===== config.mk =====
export PLATFORM = sky130hd
export DESIGN_NAME = periodic_task_dispatcher
export DESIGN_NICKNAME = d
export VERILOG_FILES = /design/src/rtl/ptd_pkg.sv /design/src/rtl/ptd_alu.sv /design/src/rtl/ptd_table.sv /design/src/rtl/periodic_task_dispatcher.sv
export SDC_FILE = /design/constraint.sdc
export NUM_CORES = 1
export LEC_CHECK = 0
export BUFFER_PORTS_ARGS = -buffer_cell sky130_fd_sc_hd__buf_4
export CAP_MARGIN = 25
export CORE_UTILIZATION = 40
export DETAILED_ROUTE_END_ITERATION = 8
export PLACE_DENSITY = 0.65
export SETUP_SLACK_MARGIN = 0.4
export SYNTH_ARGS = -nofsm -noshare
export SYNTH_HDL_FRONTEND = slang
export SYNTH_SLANG_ARGS = --single-unit
export TNS_END_PERCENT = 100

===== constraint.sdc =====
create_clock -name i_clk -period 7.3 [get_ports i_clk]
set_clock_uncertainty 0.2 [all_clocks]
set_input_delay 1.095 -clock i_clk [delete_from_list [all_inputs] [get_ports i_clk]]
set_output_delay 1.095 -clock i_clk [all_outputs]
set_load 0.02 [all_outputs]

===== src/rtl/ptd_pkg.sv =====
// Package for the periodic task dispatcher.
// Holds field widths, action and result codes, and the shared unit request type.
// No dependencies.
package ptd_pkg;

    localparam int TIME_W       = 32;
    localparam int ACTION_W     = 2;
    localparam int TIDX_W       = 3;
    localparam int KIND_W       = 3;
    localparam int SLOT_W       = 3;
    localparam int DEF_TASKS    = 8;
    localparam int RESULT_LIMIT = 8;
    localparam int RES_CNT_W    = 4;

    typedef enum logic [ACTION_W-1:0] {
        ACT_ADD    = 2'd0,
        ACT_INIT   = 2'd1,
        ACT_TICK   = 2'd2,
        ACT_REPORT = 2'd3
    } t_action;

    typedef enum logic [KIND_W-1:0] {
        KIND_ADD    = 3'd0,
        KIND_INIT   = 3'd1,
        KIND_DISP   = 3'd2,
        KIND_NONE   = 3'd3,
        KIND_REPORT = 3'd4
    } t_kind;

    typedef enum logic {
        ALU_ADD = 1'b0,
        ALU_SUB = 1'b1
    } t_alu_op;

    typedef struct packed {
        t_alu_op             op;
        logic [TIME_W-1:0]   a;
        logic [TIME_W-1:0]   b;
    } t_alu_req;

    typedef struct packed {
        logic due_we;
        logic per_we;
    } t_tab_we;

endpackage


===== src/rtl/ptd_alu.sv =====
// Shared 32-bit add and subtract unit with a registered result.
// Depends on ptd_pkg for the request type.
module ptd_alu (
    input  logic                       i_clk,
    input  ptd_pkg::t_alu_req          i_req,
    output logic [ptd_pkg::TIME_W-1:0] o_res
);
    import ptd_pkg::*;

    logic [TIME_W-1:0] r_res;

    always_ff @(posedge i_clk) begin
        if (i_req.op == ALU_SUB) begin
            r_res <= i_req.a - i_req.b;
        end else begin
            r_res <= i_req.a + i_req.b;
        end
    end

    assign o_res = r_res;

endmodule


===== src/rtl/ptd_table.sv =====
// Task table memory: due times and periods, one write port, one registered read.
// Depends on ptd_pkg for widths and the write enable type.
module ptd_table #(
    parameter int DEPTH = ptd_pkg::DEF_TASKS,
    parameter int AW    = 3
) (
    input  logic                       i_clk,
    input  ptd_pkg::t_tab_we           i_we,
    input  logic [AW-1:0]              i_waddr,
    input  logic [ptd_pkg::TIME_W-1:0] i_due_wdata,
    input  logic [ptd_pkg::TIME_W-1:0] i_per_wdata,
    input  logic [AW-1:0]              i_raddr,
    output logic [ptd_pkg::TIME_W-1:0] o_due,
    output logic [ptd_pkg::TIME_W-1:0] o_per
);
    import ptd_pkg::*;

    logic [TIME_W-1:0] r_due_mem [DEPTH];
    logic [TIME_W-1:0] r_per_mem [DEPTH];
    logic [TIME_W-1:0] r_due_rd;
    logic [TIME_W-1:0] r_per_rd;

    always_ff @(posedge i_clk) begin
        if (i_we.due_we) begin
            r_due_mem[i_waddr] <= i_due_wdata;
        end
        if (i_we.per_we) begin
            r_per_mem[i_waddr] <= i_per_wdata;
        end
        r_due_rd <= r_due_mem[i_raddr];
        r_per_rd <= r_per_mem[i_raddr];
    end

    assign o_due = r_due_rd;
    assign o_per = r_per_rd;

endmodule


===== src/rtl/periodic_task_dispatcher.sv =====
// Top level of the periodic task dispatcher: request latch, sequencer and result port.
// Depends on ptd_pkg, ptd_alu and ptd_table.
//
//  channel   direction  handshake              payload
//  request   in         start high, busy low   i_action i_now_ms i_task_period i_task_index i_task_ok
//  result    out        o_strobe, one cycle    o_kind o_slot o_accepted o_last
//
// Add and report answer from S_ADD and S_REP; init walks the entries in turn, then answers.
// A tick scans the entries in turn: inactive ones are skipped, active ones pass S_CMP and S_ADV,
// dispatched ones also S_CHK, S_FIX and maybe S_WRP; the shared adder and table read port set this.
// Reset is synchronous and active low; the table needs no clearing pass.
// Results cannot be stalled; busy stays high until the final result is driven.
module periodic_task_dispatcher #(
    parameter int MAX_TASKS = ptd_pkg::DEF_TASKS
) (
    input  logic                         i_clk,
    input  logic                         i_rst_n,
    input  logic                         start,
    output logic                         busy,
    input  logic [ptd_pkg::ACTION_W-1:0] i_action,
    input  logic [ptd_pkg::TIME_W-1:0]   i_now_ms,
    input  logic [ptd_pkg::TIME_W-1:0]   i_task_period,
    input  logic [ptd_pkg::TIDX_W-1:0]   i_task_index,
    input  logic                         i_task_ok,
    output logic                         o_strobe,
    output logic [ptd_pkg::KIND_W-1:0]   o_kind,
    output logic [ptd_pkg::SLOT_W-1:0]   o_slot,
    output logic                         o_accepted,
    output logic                         o_last
);
    import ptd_pkg::*;

    localparam int IW = (MAX_TASKS > 1) ? $clog2(MAX_TASKS) : 1;
    localparam int CW = $clog2(MAX_TASKS + 1);
    localparam logic [CW-1:0] MAX_CNT = CW'(MAX_TASKS);
    localparam logic [RES_CNT_W-1:0] RES_MAX = RES_CNT_W'(RESULT_LIMIT);

    typedef enum logic [3:0] {
        S_IDLE,
        S_ADD,
        S_INIT,
        S_REP,
        S_SCAN,
        S_CMP,
        S_ADV,
        S_CHK,
        S_FIX,
        S_WRP,
        S_FIN
    } t_state;

    t_state                r_state;
    logic [TIME_W-1:0]     r_now;
    logic [TIME_W-1:0]     r_period;
    logic [TIDX_W-1:0]     r_tidx;
    logic                  r_ok;
    logic [CW-1:0]         r_count;
    logic [CW-1:0]         r_idx;
    logic [MAX_TASKS-1:0]  r_active;
    logic [TIME_W-1:0]     r_ndue;
    logic                  r_pend;
    logic [SLOT_W-1:0]     r_pslot;
    logic [RES_CNT_W-1:0]  r_n;
    logic                  r_strobe;
    t_kind                 r_kind;
    logic [SLOT_W-1:0]     r_slot;
    logic                  r_accepted;
    logic                  r_last;

    t_alu_req              alu_req;
    logic [TIME_W-1:0]     alu_res;
    t_tab_we               tab_we;
    logic [IW-1:0]         tab_waddr;
    logic [TIME_W-1:0]     tab_due_wdata;
    logic [TIME_W-1:0]     rd_due;
    logic [TIME_W-1:0]     rd_per;
    logic [IW-1:0]         cur;
    logic                  scan_done;
    logic                  rep_hit;
    logic                  disp;

    assign cur       = r_idx[IW-1:0];
    assign scan_done = (r_idx >= r_count) || (r_n == RES_MAX);
    assign rep_hit   = !r_ok && (8'(r_tidx) < 8'(r_count));
    assign disp      = ((r_state == S_FIX) && alu_res[TIME_W-1]) || (r_state == S_WRP);

    ptd_alu u_alu (
        .i_clk (i_clk),
        .i_req (alu_req),
        .o_res (alu_res)
    );

    ptd_table #(
        .DEPTH (MAX_TASKS),
        .AW    (IW)
    ) u_table (
        .i_clk       (i_clk),
        .i_we        (tab_we),
        .i_waddr     (tab_waddr),
        .i_due_wdata (tab_due_wdata),
        .i_per_wdata (r_period),
        .i_raddr     (cur),
        .o_due       (rd_due),
        .o_per       (rd_per)
    );

    always_comb begin
        alu_req       = '{op: ALU_SUB, a: r_now, b: rd_due};
        tab_we        = '{due_we: 1'b0, per_we: 1'b0};
        tab_waddr     = cur;
        tab_due_wdata = r_now;
        case (r_state)
            S_ADD: begin
                tab_waddr     = r_count[IW-1:0];
                tab_due_wdata = '0;
                if (r_count < MAX_CNT) begin
                    tab_we = '{due_we: 1'b1, per_we: 1'b1};
                end
            end
            S_INIT: begin
                if (!scan_done && r_active[cur]) begin
                    tab_we.due_we = 1'b1;
                end
            end
            S_ADV: begin
                alu_req = '{op: ALU_ADD, a: rd_due, b: rd_per};
            end
            S_CHK: begin
                alu_req = '{op: ALU_SUB, a: r_now, b: alu_res};
            end
            S_FIX: begin
                alu_req       = '{op: ALU_ADD, a: r_now, b: rd_per};
                tab_due_wdata = r_ndue;
                tab_we.due_we = alu_res[TIME_W-1];
            end
            S_WRP: begin
                tab_due_wdata = alu_res;
                tab_we.due_we = 1'b1;
            end
            default: begin
            end
        endcase
    end

    always_ff @(posedge i_clk) begin
        if (!i_rst_n) begin
            r_state  <= S_IDLE;
            r_count  <= '0;
            r_active <= '0;
            r_strobe <= 1'b0;
            r_pend   <= 1'b0;
            r_n      <= '0;
            r_idx    <= '0;
        end else begin
            r_strobe   <= 1'b0;
            r_accepted <= 1'b0;
            r_last     <= 1'b1;
            r_slot     <= '0;
            if (disp) begin
                if (r_pend) begin
                    r_strobe <= 1'b1;
                    r_kind   <= KIND_DISP;
                    r_slot   <= r_pslot;
                    r_last   <= 1'b0;
                end
                r_pend  <= 1'b1;
                r_pslot <= SLOT_W'(r_idx);
                r_n     <= r_n + 1'b1;
                r_idx   <= r_idx + 1'b1;
                r_state <= S_SCAN;
            end
            case (r_state)
                S_IDLE: begin
                    if (start) begin
                        r_now    <= i_now_ms;
                        r_period <= i_task_period;
                        r_tidx   <= i_task_index;
                        r_ok     <= i_task_ok;
                        r_idx    <= '0;
                        r_n      <= '0;
                        r_pend   <= 1'b0;
                        case (t_action'(i_action))
                            ACT_ADD:    r_state <= S_ADD;
                            ACT_INIT:   r_state <= S_INIT;
                            ACT_TICK:   r_state <= S_SCAN;
                            ACT_REPORT: r_state <= S_REP;
                            default:    r_state <= S_IDLE;
                        endcase
                    end
                end
                S_ADD: begin
                    r_strobe <= 1'b1;
                    r_kind   <= KIND_ADD;
                    if (r_count < MAX_CNT) begin
                        r_active[r_count[IW-1:0]] <= 1'b1;
                        r_slot     <= SLOT_W'(r_count);
                        r_accepted <= 1'b1;
                        r_count    <= r_count + 1'b1;
                    end
                    r_state <= S_IDLE;
                end
                S_INIT: begin
                    if (scan_done) begin
                        r_strobe <= 1'b1;
                        r_kind   <= KIND_INIT;
                        r_state  <= S_IDLE;
                    end else begin
                        r_idx <= r_idx + 1'b1;
                    end
                end
                S_REP: begin
                    if (rep_hit) begin
                        r_active[IW'(r_tidx)] <= 1'b0;
                    end
                    r_strobe <= 1'b1;
                    r_kind   <= KIND_REPORT;
                    r_slot   <= SLOT_W'(r_tidx);
                    r_state  <= S_IDLE;
                end
                S_SCAN: begin
                    if (scan_done) begin
                        r_state <= S_FIN;
                    end else if (!r_active[cur]) begin
                        r_idx <= r_idx + 1'b1;
                    end else begin
                        r_state <= S_CMP;
                    end
                end
                S_CMP: begin
                    r_state <= S_ADV;
                end
                S_ADV: begin
                    if (alu_res[TIME_W-1]) begin
                        r_idx   <= r_idx + 1'b1;
                        r_state <= S_SCAN;
                    end else begin
                        r_state <= S_CHK;
                    end
                end
                S_CHK: begin
                    r_ndue  <= alu_res;
                    r_state <= S_FIX;
                end
                S_FIX: begin
                    if (!alu_res[TIME_W-1]) begin
                        r_state <= S_WRP;
                    end
                end
                S_WRP: begin
                end
                S_FIN: begin
                    r_strobe <= 1'b1;
                    if (r_pend) begin
                        r_kind <= KIND_DISP;
                        r_slot <= r_pslot;
                    end else begin
                        r_kind <= KIND_NONE;
                    end
                    r_pend  <= 1'b0;
                    r_state <= S_IDLE;
                end
                default: begin
                    r_state <= S_IDLE;
                end
            endcase
        end
    end

    assign busy       = (r_state != S_IDLE);
    assign o_strobe   = r_strobe;
    assign o_kind     = r_kind;
    assign o_slot     = r_slot;
    assign o_accepted = r_accepted;
    assign o_last     = r_last;

    a_last_single: assert property (@(posedge i_clk) disable iff (!i_rst_n)
        (o_strobe && (o_kind != KIND_DISP)) |-> o_last)
        else $error("single result without last flag");

    a_accept_add: assert property (@(posedge i_clk) disable iff (!i_rst_n)
        (o_strobe && o_accepted) |-> (o_kind == KIND_ADD))
        else $error("accepted flag on a result that is not an add answer");

    a_count_bound: assert property (@(posedge i_clk) disable iff (!i_rst_n)
        (r_count <= MAX_CNT) && (r_n <= RES_MAX))
        else $error("entry or result count beyond its limit");

    a_busy_after: assert property (@(posedge i_clk) disable iff (!i_rst_n)
        (start && !busy) |=> busy)
        else $error("request accepted without going busy");

endmodule

# == Word-level counts from Yosys, hierarchy flattened ==
# Memory sizes are Yosys's and may differ from the RTL's. A register that Yosys moved wholly into a read port is not among the register bits.
# Index checks and enable logic that the tools add are counted.
# op_classes
n_mul,0
shift,0
n_reduce_logical,19
div,0
n_mux,59
bitwise,3
n_lt_le_gt_ge,8
eq_ne,16
add_sub_neg,5
# op_table
op,count
$pmux 65 s3,1
$pmux 32 s3,1
$mux 4,15
$add 32x32->32,1
$mux 32,1
$pmux 4 s4,2
$pmux 4 s8,1
$sub 32x32->32,1
$mux 3,8
$mux 1,17
$eq 4x3->1 const B,4
$eq 4x4->1 const B,4
$mux 8,2
$pmux 8 s2,1
$add 4x1->4 const B,3
$lt 3x4->1 const B,3
$pmux 3 s4,1
$pmux 3 s3,1
$and 8x8->8,1
$eq 4x2->1 const B,2
$not 8->8,1
$or 8x8->8,1
$demux 1 s3,2
$ge 3x1->1 const B,2
other kinds (21),34
# totals
regBits,169
latchBits,0
output_inout_bits,10
wordCells,130
n_memories,2
mem_bits_rw,512
romBits,0
in_bits,73
# mem_list
memory,depth,word_bits,rd,rd_clocked_by_memory_dff,write_ports,line,source
u_table.r_due_mem,8,32,1,1,1,ptd_table.sv:18,logic [TIME_W-1:0] r_due_mem [DEPTH];
u_table.r_per_mem,8,32,1,1,1,ptd_table.sv:19,logic [TIME_W-1:0] r_per_mem [DEPTH];

# == Longest topological paths before layout ==
# Gate-level depths: netlist of run 1.
# depth
depth_word,8
depth_mapped,22
mapped_depth_nobuf,19

# == Cells and area by module ==
# Synthesis of run 1 repeated with hierarchy kept, for this count alone.
# hier_totals
hier_cells,1768
area_unflattened_um2,30222.7
# modules_own_cells
module,n_inst,seq_area_each_um2,cells_per_inst,area_each_um2
ptd_table,1,16656.0,826,20589.7
periodic_task_dispatcher,1,3853.7,571,6583.8
ptd_alu,1,640.6,371,3049.2

# == Least setup slack after synthesis of run 1 ==
# OpenSTA, ideal clock, no wires.
# synth_timing
kind,flip-flop to flip-flop
start,register r_state[0]
end,memory u_table.r_per_mem[0][0] (enable)
required_time_ns,6.595
synth_period_minus_slack_ns,5.117
setup_time_ns,0.505
stages_incl_launch_ff,7
slack_ns,2.183
path_buffers,2
arrival_ns,4.413
path_cell_list,dfxtp_1 > buf_4 > buf_2 > nand2b_1 > nor3_1 > nand2_1 > nor4_1
# synth_between
elab_chain_cells,4
word_cells_on_any_way,5
cone_classes,eq/ne: 1; mux: 4
# synth_lines
item,line,source
from (decl),periodic_task_dispatcher.sv:52,t_state r_state;
from (signal assigned),periodic_task_dispatcher.sv:147,r_state <= S_IDLE;
from (signal assigned),periodic_task_dispatcher.sv:170,r_state <= S_SCAN;
from (signal assigned),periodic_task_dispatcher.sv:183,ACT_ADD: r_state <= S_ADD;
$eq 4x1->1 (*),periodic_task_dispatcher.sv:112,case (r_state)
$mux 1,periodic_task_dispatcher.sv:112,
$mux 1,ptd_table.sv:27,if (i_we.per_we) begin
$mux 1 (not written as such),ptd_table.sv:28,r_per_mem[i_waddr] <= i_per_wdata;
to (decl),ptd_table.sv:19,
# Mark *: on every way between the ends. The rest lies on a longest branch, timed or not.

# == Final worst setup path of run 1 ==
# layout_timing
start,register r_state[1]
end,register u_alu.r_res[28] (netlist: u_alu.o_res[28])
# layout_between
elab_chain_cells,4
word_cells_on_any_way,7
cone_classes,add/sub: 2; eq/ne: 3; mux: 2
# layout_lines
item,line,source
$eq 4x4->1 or $eq 4x3->1 (tied branches),periodic_task_dispatcher.sv:112,
$pmux 65 s3 (*),periodic_task_dispatcher.sv:112,
$add 32x32->32 or $sub 32x32->32 (tied branches),"ptd_alu.sv:16, ptd_alu.sv:14",
$mux 32 (*),ptd_alu.sv:13,if (i_req.op == ALU_SUB) begin
to (signal assigned),ptd_alu.sv:14,r_res <= i_req.a - i_req.b;
to (signal assigned),ptd_alu.sv:16,r_res <= i_req.a + i_req.b;
to (decl),ptd_alu.sv:10,logic [TIME_W-1:0] r_res;
# Marked as above.
# A chain may end at the register's enable or synchronous reset.

==> impl_metrics.tcl, run 1 <==
set metrics [dict create \
    hold_end "r_ndue[30]$_DFFE_PP_" \
    drv_slew 0 \
    path_buf_inv 2 \
    start_util 0.404 \
    final_common_cell "edfxtp_1" \
    ys_seq_elements 745 \
    async_flop_share 0 \
    crit_type "flip-flop to flip-flop" \
    setup_viol 0 \
    clockBufferDepth 3 \
    relSlewSlack 0.333 \
    avgSynthCellArea_um2 16.7 \
    path_cells "and3b_1, nand2b_1, buf_4, o21a_1, and4b_1, and3b_1, inv_1, o21ai_0, xnor2_1, ha_1, nand4_1, a2111oi_0, nor3_1, o21a_1, a31oi_1, nor4b_1, or4_1" \
    cts_resized 0 \
    setup_tns_ns 0 \
    cp_top_family "simple AND/OR/NAND/NOR gates" \
    power_frac_clock 0.408 \
    drc 0 \
    busiest_layer "met2" \
    syn_inst 1840 \
    antenna_cells 0 \
    startpoint_type "flip-flop" \
    h-tree-depth 3 \
    seq_area_frac_synth 0.690 \
    hold_viol_final 0 \
    critPathSlowestCell "dfxtp_1" \
    met2_usage 0.309 \
    hold_class "flip-flop to flip-flop" \
    postRouteAntennaNets 0 \
    cp-end-kind "flip-flop" \
    drive_above_1_share 0.250 \
    sw_frac_of_total 0.229 \
    syn_area_mm2 0.0307 \
    r2r-end "u_alu.o_res[28]$_DFF_P_" \
    cap_viol_max_count 0 \
    dr.first_iter.drc_count 1570 \
    drt_wl_total_mm 71.3 \
    required_ns 7.60 \
    cts_setup_buffers 0 \
    globalplace.congestion 0.918 \
    cts_made_buffers 76 \
    clk_latency_ns 0.64 \
    dp_hpwl_mm 44.5 \
    critical_path.max_fanout 31 \
    synth_ff_type "edfxtp_1" \
    grt.total_usage 0.183 \
    r2r_start "r_state[1]$_SDFF_PN0_" \
    hold_depth 0 \
    n_fill_cell 6401 \
    synth-edff-count 623 \
    layout_common_cells "edfxtp_1, mux4_2, dfxtp_1" \
    cts_root_buf "clkbuf_16" \
    r2r_slack_ns 0.86 \
    min_from "u_alu.o_res[30]$_DFF_P_" \
    cts_tree "built" \
    ys_warn_count 0 \
    p_leak_nw 11.7 \
    gr-usage-met1 0.245 \
    r2r_cells 17 \
    max_freq_ghz 0.155 \
    syn_nets 1967 \
    grt_pass1_wl_mm 106 \
    nNetsFinal 2075 \
    grt_max_degree 50 \
    area_growth_pct 15.1 \
    p_int_w 0.00757 \
    avgRoutedWirePerCell_um 23.5 \
    cts.clk_slew.worst_paths_ns 0.07 \
    utilization 0.465 \
    cts.sink_count 745 \
    grt_setup_unrepaired "no" \
    status "completed" \
    gr-total-overflow 0 \
    num_rows 101 \
    synth_cell_types 82 \
    arrival_ns 6.74 \
    tightest_slew_ns 0.976 \
    min_period_over_period 0.883 \
    vdd_drop_max_mv 0.206 \
    seqPwrFrac 0.513 \
    dieHeight_um 279 \
    period_minus_slack_ns 6.44 \
    postCtsHoldBufs 0 \
    antenna_found_initial 1 \
    cpPeakStageDelay_ns 0.87 \
    power_frac_comb 0.079 \
    io_pins 83 \
    die_area_mm2 0.0778 \
    power.switching_w 0.00225 \
    dieWidth_um 279 \
    vias 16717 \
    drt_pass1_iterations 6 \
    grt_pass1_vias 16975 \
    use_met3 0.0281 \
    vias_per_cell 5.50 \
    portBuffers 82 \
    powerDensity_mw_per_mm2 278 \
    power_w 0.00983 \
    core_mm2 0.0759 \
]
## sequential cells by signal, summed over array words and instances, names as in the netlist, 4 cells and up
register and flops:
u_table.r_due_mem 256, u_table.r_per_mem 256, r_ndue 32, r_now 32
r_period 32, u_alu.o_res 32, u_table.o_due 32, u_table.o_per 32
r_active 8, r_count 4, r_idx 4, r_n 4
r_state 4
## cell usage after synthesis, types with 17 or more instances
library cell | n | area, µm²
a21o_1 | 19 | 143
a21oi_1 | 67 | 335
a222oi_1 | 34 | 340
buf_1 | 19 | 71.3
clkbuf_1 | 62 | 233
dfxtp_1 | 122 | 2440
edfxtp_1 | 623 | 18700
ha_1 | 53 | 663
inv_1 | 69 | 259
mux2_2 | 98 | 1100
mux2i_1 | 20 | 200
mux4_2 | 130 | 2930
nand2_1 | 81 | 304
nand2b_1 | 20 | 125
nor2_1 | 83 | 312
nor3_1 | 33 | 165
o21a_1 | 20 | 150
o21ai_0 | 33 | 165
xnor2_1 | 39 | 342
xor2_1 | 17 | 149
## worst max path at each step
stage | startpoint | to | slack, ns | cells after the start
after detailed placement | r_state[1]$_SDFF_PN0_ | u_alu.o_res[28]$_DFF_P_ | 1.02 | 17
final | r_state[1]$_SDFF_PN0_ | u_alu.o_res[28]$_DFF_P_ | 0.86 | 17
after global routing | r_state[1]$_SDFF_PN0_ | u_alu.o_res[29]$_DFF_P_ | 0.52 | 18
after floorplan | r_state[0]$_SDFF_PN0_ | u_table.r_per_mem[0][0]$_DFFE_PP_ | 2.18 | 6
after CTS | r_state[1]$_SDFF_PN0_ | u_alu.o_res[28]$_DFF_P_ | 1.00 | 17
after global placement | r_state[1]$_SDFF_PN0_ | u_alu.o_res[28]$_DFF_P_ | 1.13 | 17
## cell type report
type	instances	area, µm²	share of cell area
inverters	70	263	0.00744
flip-flops and latches	745	21200	0.600
clock inverters	37	479	0.0136
well taps	1030	1290	0.0365
repair buffers	120	941	0.0267
clock buffers	101	2120	0.0600
multi-input cells	935	9040	0.256
## metrics by stage
step	instance area, µm²	cells	setup slack (ns)	hold WS (ns)
2_1_floorplan	30700	1840	2.18	0.220
3_5_place_dp	32700	2899	1.02	0.255
5_1_grt	35300	3038	0.522	0.278
6_report	35300	3038	0.857	0.257
3_3_place_gp	32600	2898	1.13	0.245
4_1_cts	35300	3037	1.00	0.264
## layer usage
metal / vias to the layer above / share of wire
met5: - / 0
met4: 0 / 0.026
met3: 114 / 0.050
met2: 491 / 0.49
met1: 8584 / 0.43
li1: 7528 / -
## power by group through the flow
stage / registers (W) / logic, W / clock network [W]
2_1_floorplan: 0.00501 / 0.000559 / 0
3_3_place_gp: 0.00512 / 0.000763 / 0
3_5_place_dp: 0.00512 / 0.000773 / 0
4_1_cts: 0.00503 / 0.000777 / 0.00410
5_1_grt: 0.00505 / 0.000853 / 0.00425
6_report: 0.00504 / 0.000778 / 0.00401
## worst reg2reg max path, delay by kind of cell, from the launching register on
kind | cells | cell delay (ns)
compound gates | 5 | 1.79
xor+xnor | 1 | 0.17
fa+ha+maj | 1 | 0.43
buf+inv | 2 | 0.40
flops | 1 | 0.87
simple gates | 8 | 2.45
## kinds of logic after synthesis
kind of cell / synth area share
AO/OA/AOI/OAI: 0.0650
XOR/XNOR: 0.0160
adder cells (fa/ha/maj): 0.0223
buffers and inverters: 0.0201
flip-flops: 0.690
multiplexers: 0.138
AND/OR/NAND/NOR: 0.0490
Power figures use the tool's default switching activity.
==> inputs of run 2 (changes only) <==
--- a/config.mk
+++ b/config.mk
@@ -8,6 +8,7 @@
 export BUFFER_PORTS_ARGS = -buffer_cell sky130_fd_sc_hd__buf_4
 export CAP_MARGIN = 25
 export CORE_UTILIZATION = 40
+export CTS_BUF_LIST = sky130_fd_sc_hd__clkbuf_8
 export DETAILED_ROUTE_END_ITERATION = 8
 export PLACE_DENSITY = 0.65
 export SETUP_SLACK_MARGIN = 0.4
==> run 2 against run 1 <==
  * Die area is the same
  * First-iteration DRC count fell by 2.5%
  * Final area fell by 0.72%
  * Largest power group unchanged
  * Cell count increased by 2.4%
  * Hold slack got worse by 0.0076 ns
  * Critical path depth did not move
  * Flip-flop and latch count unchanged
  * Highest routed layer unchanged
  * Combinational power about the same
  * Non-clock buffer count decreased by 1
  * Power shrank 4.9%
  * Via count up 0.57%
==> impl_metrics.tcl, run 2 (synthesis gave the netlist of run 1 again) <==
set metrics [dict create \
    cap_viol_max_count 0 \
    setup_viol 0 \
    fin_cells 3111 \
    clockBufferDepth 3 \
    grt_pass1_vias 17299 \
    n_fill_cell 6495 \
    drv_slew 0 \
    antenna_found_initial 1 \
    cts_setup_buffers 0 \
    grt_pass1_wl_mm 106 \
    portBuffers 82 \
    critical_path.max_fanout 31 \
    hold_depth 0 \
    top_regs "u_table.r_due_mem (256), u_table.r_per_mem (256)" \
    nNetsFinal 2110 \
    required_ns 7.71 \
    gr-total-overflow 0 \
    cts.sink_count 745 \
    p_leak_nw 11.8 \
    grt_max_degree 50 \
    dr.first_iter.drc_count 1530 \
    tightest_slew_ns 0.961 \
    die_area_mm2 0.0778 \
    cp-end-kind "flip-flop" \
    path_buf_inv 2 \
    io_pins 83 \
    drive_above_1_share 0.267 \
    layout_common_cells "edfxtp_1, clkbuf_8, mux4_2" \
    cts.clk_slew.worst_paths_ns 0.07 \
    utilization 0.461 \
    place_inst 2899 \
    vias 16813 \
    status "completed" \
    period_minus_slack_ns 6.43 \
    crit_type "flip-flop to flip-flop" \
    num_rows 101 \
    cts_resized 0 \
    vias_per_cell 5.40 \
    dieWidth_um 279 \
    drt_pass1_iterations 7 \
    cp_top_family "simple AND/OR/NAND/NOR gates" \
    dieHeight_um 279 \
    r2r_cells 17 \
    core_mm2 0.0759 \
    path_depth 17 \
    hold_viol_final 0 \
    cts_root_buf "clkbuf_8" \
    arrival_ns 6.84 \
    grt.total_usage 0.184 \
    vdd_drop_max_mv 0.133 \
    postRouteAntennaNets 0 \
    cpPeakStageDelay_ns 0.87 \
    drt_wl_total_mm 71.7 \
    max_freq_ghz 0.156 \
    drc 0 \
    avgRoutedWirePerCell_um 23.0 \
    grt_setup_unrepaired "no" \
    hold_class "flip-flop to flip-flop" \
    powerDensity_mw_per_mm2 267 \
    cts_tree "built" \
    path_cells "and3b_1, nand2b_1, buf_4, o21a_1, and4b_1, and3b_1, inv_1, o21ai_0, xnor2_1, ha_1, nand4_1, a2111oi_0, nor3_1, o21a_1, a31oi_1, nor4b_1, or4_1" \
    relSlewSlack 0.343 \
    setup_tns_ns 0 \
    globalplace.congestion 0.918 \
    clk_latency_ns 0.76 \
    min_period_over_period 0.881 \
    postCtsHoldBufs 0 \
    final_common_cell "edfxtp_1" \
    startpoint_type "flip-flop" \
    cts_made_buffers 112 \
    dp_hpwl_mm 44.5 \
    h-tree-depth 3 \
    area_growth_pct 14.3 \
    critPathSlowestCell "dfxtp_1" \
    start_util 0.404 \
]
-- run 2: cell count changes in the layout (fill, tap and decap cells not counted), sizes merged --
cell and change:
inv +37, clkbuf +30, clkinv +12, bufinv -3, clkinvlp -3, buf -1
diode +1
-- run 2: area by class of cell --
cell class                 instances  area, µm²  area share
antenna                            1       2.50   0.0000714
clock buffer                     131       1800      0.0514
clock inverter                    80        568      0.0162
inverter                          70        263     0.00750
multi-input combinational        935       9040       0.258
sequential                       745      21200       0.604
tap                             1030       1290      0.0368
timing repair buffer             119        913      0.0261
-- run 2: report_power, final --
part           internal [W]  total [W]  switching (W)
logic              0.000332   0.000776       0.000443
clock network       0.00190    0.00353        0.00163
registers           0.00483    0.00504       0.000203
-- run 2: metrics by stage --
stage	hold WS, ns	worst slack [ns]	area (µm²)	total power, W
6_report	0.249	0.870	35000	0.00934
5_1_grt	0.262	0.510	35000	0.00970
4_1_cts	0.249	0.992	35000	0.00942
3_5_place_dp	0.255	1.02	32700	0.00589
3_3_place_gp	0.245	1.13	32600	0.00588
2_1_floorplan	0.220	2.18	30700	0.00557
-- run 2: worst paths after layout --
| path | start | end | slack (ns) |
|---|---|---|---|
| worst min-delay path | u_alu.o_res[30]$_DFF_P_ | r_ndue[30]$_DFFE_PP_ | 0.25 |
| worst min register to register | u_alu.o_res[30]$_DFF_P_ | r_ndue[30]$_DFFE_PP_ | 0.25 |
| worst max-delay path | r_state[1]$_SDFF_PN0_ | u_alu.o_res[28]$_DFF_P_ | 0.87 |
| worst max register to register | r_state[1]$_SDFF_PN0_ | u_alu.o_res[28]$_DFF_P_ | 0.87 |
-- run 2: per-layer routing --
layer  global-route usage  up-vias  wire length (µm)
li1                     -     7607                 -
met1                0.242     8590             30900
met2                0.305      500             35100
met3               0.0340      116              3630
met4               0.0645        0              2080
met5                    0        -                 0
==> inputs of run 3 (changes only) <==
--- a/config.mk
+++ b/config.mk
@@ -10,7 +10,7 @@
 export CORE_UTILIZATION = 40
 export CTS_BUF_LIST = sky130_fd_sc_hd__clkbuf_8
 export DETAILED_ROUTE_END_ITERATION = 8
-export PLACE_DENSITY = 0.65
+export PLACE_DENSITY = 0.67
 export SETUP_SLACK_MARGIN = 0.4
 export SYNTH_ARGS = -nofsm -noshare
 export SYNTH_HDL_FRONTEND = slang
==> constraint.sdc (replaced) <==
create_clock -name i_clk -period 5.4 [get_ports i_clk]
set_clock_uncertainty 0.2 [all_clocks]
set_input_delay 0.81 -clock i_clk [delete_from_list [all_inputs] [get_ports i_clk]]
set_output_delay 0.81 -clock i_clk [all_outputs]
set_load 0.02 [all_outputs]
==> run 3 against run 2 <==
  * Flip-flop and latch count unchanged
  * Global-route usage is 0.28 points higher
  * Worst setup slack worse by 0.35 ns
==> impl_metrics.tcl, run 3 (synthesis gave the netlist of run 1 again) <==
set metrics [dict create \
    status "completed" \
    n_fill_cell 6357 \
    met2_usage 0.310 \
    gr-usage-met1 0.252 \
    cp-end-kind "flip-flop" \
    setup_tns_ns 0 \
    grt_pass1_wl_mm 109 \
    cts.sink_count 745 \
    dieWidth_um 279 \
    dp_hpwl_mm 45.7 \
    postRouteAntennaNets 0 \
    cts.clk_slew.worst_paths_ns 0.06 \
    cpPeakStageDelay_ns 0.60 \
    p_leak_nw 12.2 \
    final_area_mm2 0.0360 \
    layout_common_cells "edfxtp_1, buf_4, clkbuf_8" \
    antenna_found_initial 2 \
    min_period_over_period 0.903 \
    max_freq_ghz 0.205 \
    startpoint_type "flip-flop" \
    drt_wl_total_mm 72.9 \
    path_cells "or4b_4, buf_12, nand2b_4, buf_6, mux2i_1, o211a_1, nand2_1, buf_4, or3_4, o211ai_2, xnor2_2, ha_1, a21o_1, a21oi_4, o21a_1, a31oi_4, and4b_1, or4_1" \
    cts_tree "built" \
    critical_path.max_fanout 15 \
    crit_type "flip-flop to flip-flop" \
    portBuffers 82 \
    hold_ws_ns 0.0692 \
    arrival_ns 5.26 \
    clockBufferDepth 3 \
    cap_viol_max_count 0 \
    powerDensity_mw_per_mm2 352 \
    clk_latency_ns 0.73 \
    start_util 0.404 \
    required_ns 5.78 \
    post_dp_cell_area_mm2 0.0329 \
    drc 0 \
    drive_above_1_share 0.294 \
    dieHeight_um 279 \
    num_rows 101 \
    gr-total-overflow 0 \
    h-tree-depth 3 \
    grt_setup_unrepaired "no" \
    critPathSlowestCell "or4b_4" \
    busiest_layer "met2" \
    hold_class "primary input to flip-flop" \
    drv_slew 0 \
    hold_viol_final 0 \
    use_met3 0.0328 \
    finalWorstSetupSlack_ns 0.523 \
    grt_max_degree 57 \
    tightest_slew_ns 0.894 \
    avgRoutedWirePerCell_um 22.9 \
    cts_made_buffers 116 \
    globalplace.congestion 0.954 \
    period_minus_slack_ns 4.88 \
    die_area_mm2 0.0778 \
    vdd_drop_max_mv 0.267 \
    r2r_cells 18 \
    vias 17402 \
    final_common_cell "edfxtp_1" \
    top_regs "u_table.r_due_mem (256), u_table.r_per_mem (256)" \
    hold_depth 1 \
    grt_pass1_vias 17885 \
    power_w 0.0127 \
    vias_per_cell 5.47 \
    core_mm2 0.0759 \
    area_growth_pct 17.3 \
    place_ws_ns 0.141 \
    grt.total_usage 0.186 \
    setup_viol 0 \
    drt_pass1_iterations 8 \
    cts_root_buf "clkbuf_8" \
    relSlewSlack 0.402 \
    nNetsFinal 2175 \
    io_pins 83 \
    dr.first_iter.drc_count 1548 \
]
## run 3: report_power, final
| group | switching, W | internal, W |
|---|---|---|
| combinational | 0.000659 | 0.000519 |
| clock | 0.00216 | 0.00254 |
| sequential | 0.000266 | 0.00654 |
## run 3: final timing paths
check	startpoint	end	slack, ns
worst max-delay path	r_state[0]$_SDFF_PN0_	u_alu.o_res[28]$_DFF_P_	0.52
worst min-delay path	i_now_ms[26]	r_now[26]$_DFFE_PP_	0.07
worst max register to register	r_state[0]$_SDFF_PN0_	u_alu.o_res[28]$_DFF_P_	0.52
worst min register to register	r_active[1]$_SDFFE_PN0P_	r_active[1]$_SDFFE_PN0P_	0.27
## run 3: area by class of cell
cell class	instances	area, µm²	area share
inverters	70	263	0.00730
repair buffers	180	1550	0.0432
flip-flops and latches	745	21200	0.588
clock inverters	83	518	0.0144
clock buffers	133	1830	0.0509
multi-input cells	935	9350	0.260
well taps	1030	1290	0.0358
diodes	5	12.5	0.000348
## run 3: per-stage QoR
step           cells   util
6_report        3181  0.474
5_1_grt         3181  0.474
4_1_cts         3158  0.468
3_5_place_dp    2923  0.434
3_3_place_gp    2922  0.433
2_1_floorplan   1840      -
## run 3: worst max-delay path: cells and delay by family (launching register included)
family | cells | cell delay, ns
xor gates and xnor gates | 1 | 0.15
AOI/OAI and AO/OA | 6 | 1.07
adders and majority gates | 1 | 0.29
and+or+nand+nor | 6 | 1.83
muxes | 1 | 0.36
buffers and inverters | 3 | 0.49
DFF | 1 | 0.34
## run 3: layer usage
metal | vias up | wire length [µm]
met5 | - | 0
met3 | 118 | 4550
met2 | 638 | 35400
met1 | 8911 | 31300
met4 | 0 | 1630
li1 | 7735 | -
## run 3: repair_timing
action / 4_1_cts / 5_1_grt
endpoints found under the hold margin: 17 / 0
endpoints found under the setup margin: 5 / 10
pin swaps: 2 / 30
hold buffers: 17 / 0
buffers inserted: 2 / 17
gates resized for setup: 16 / 57
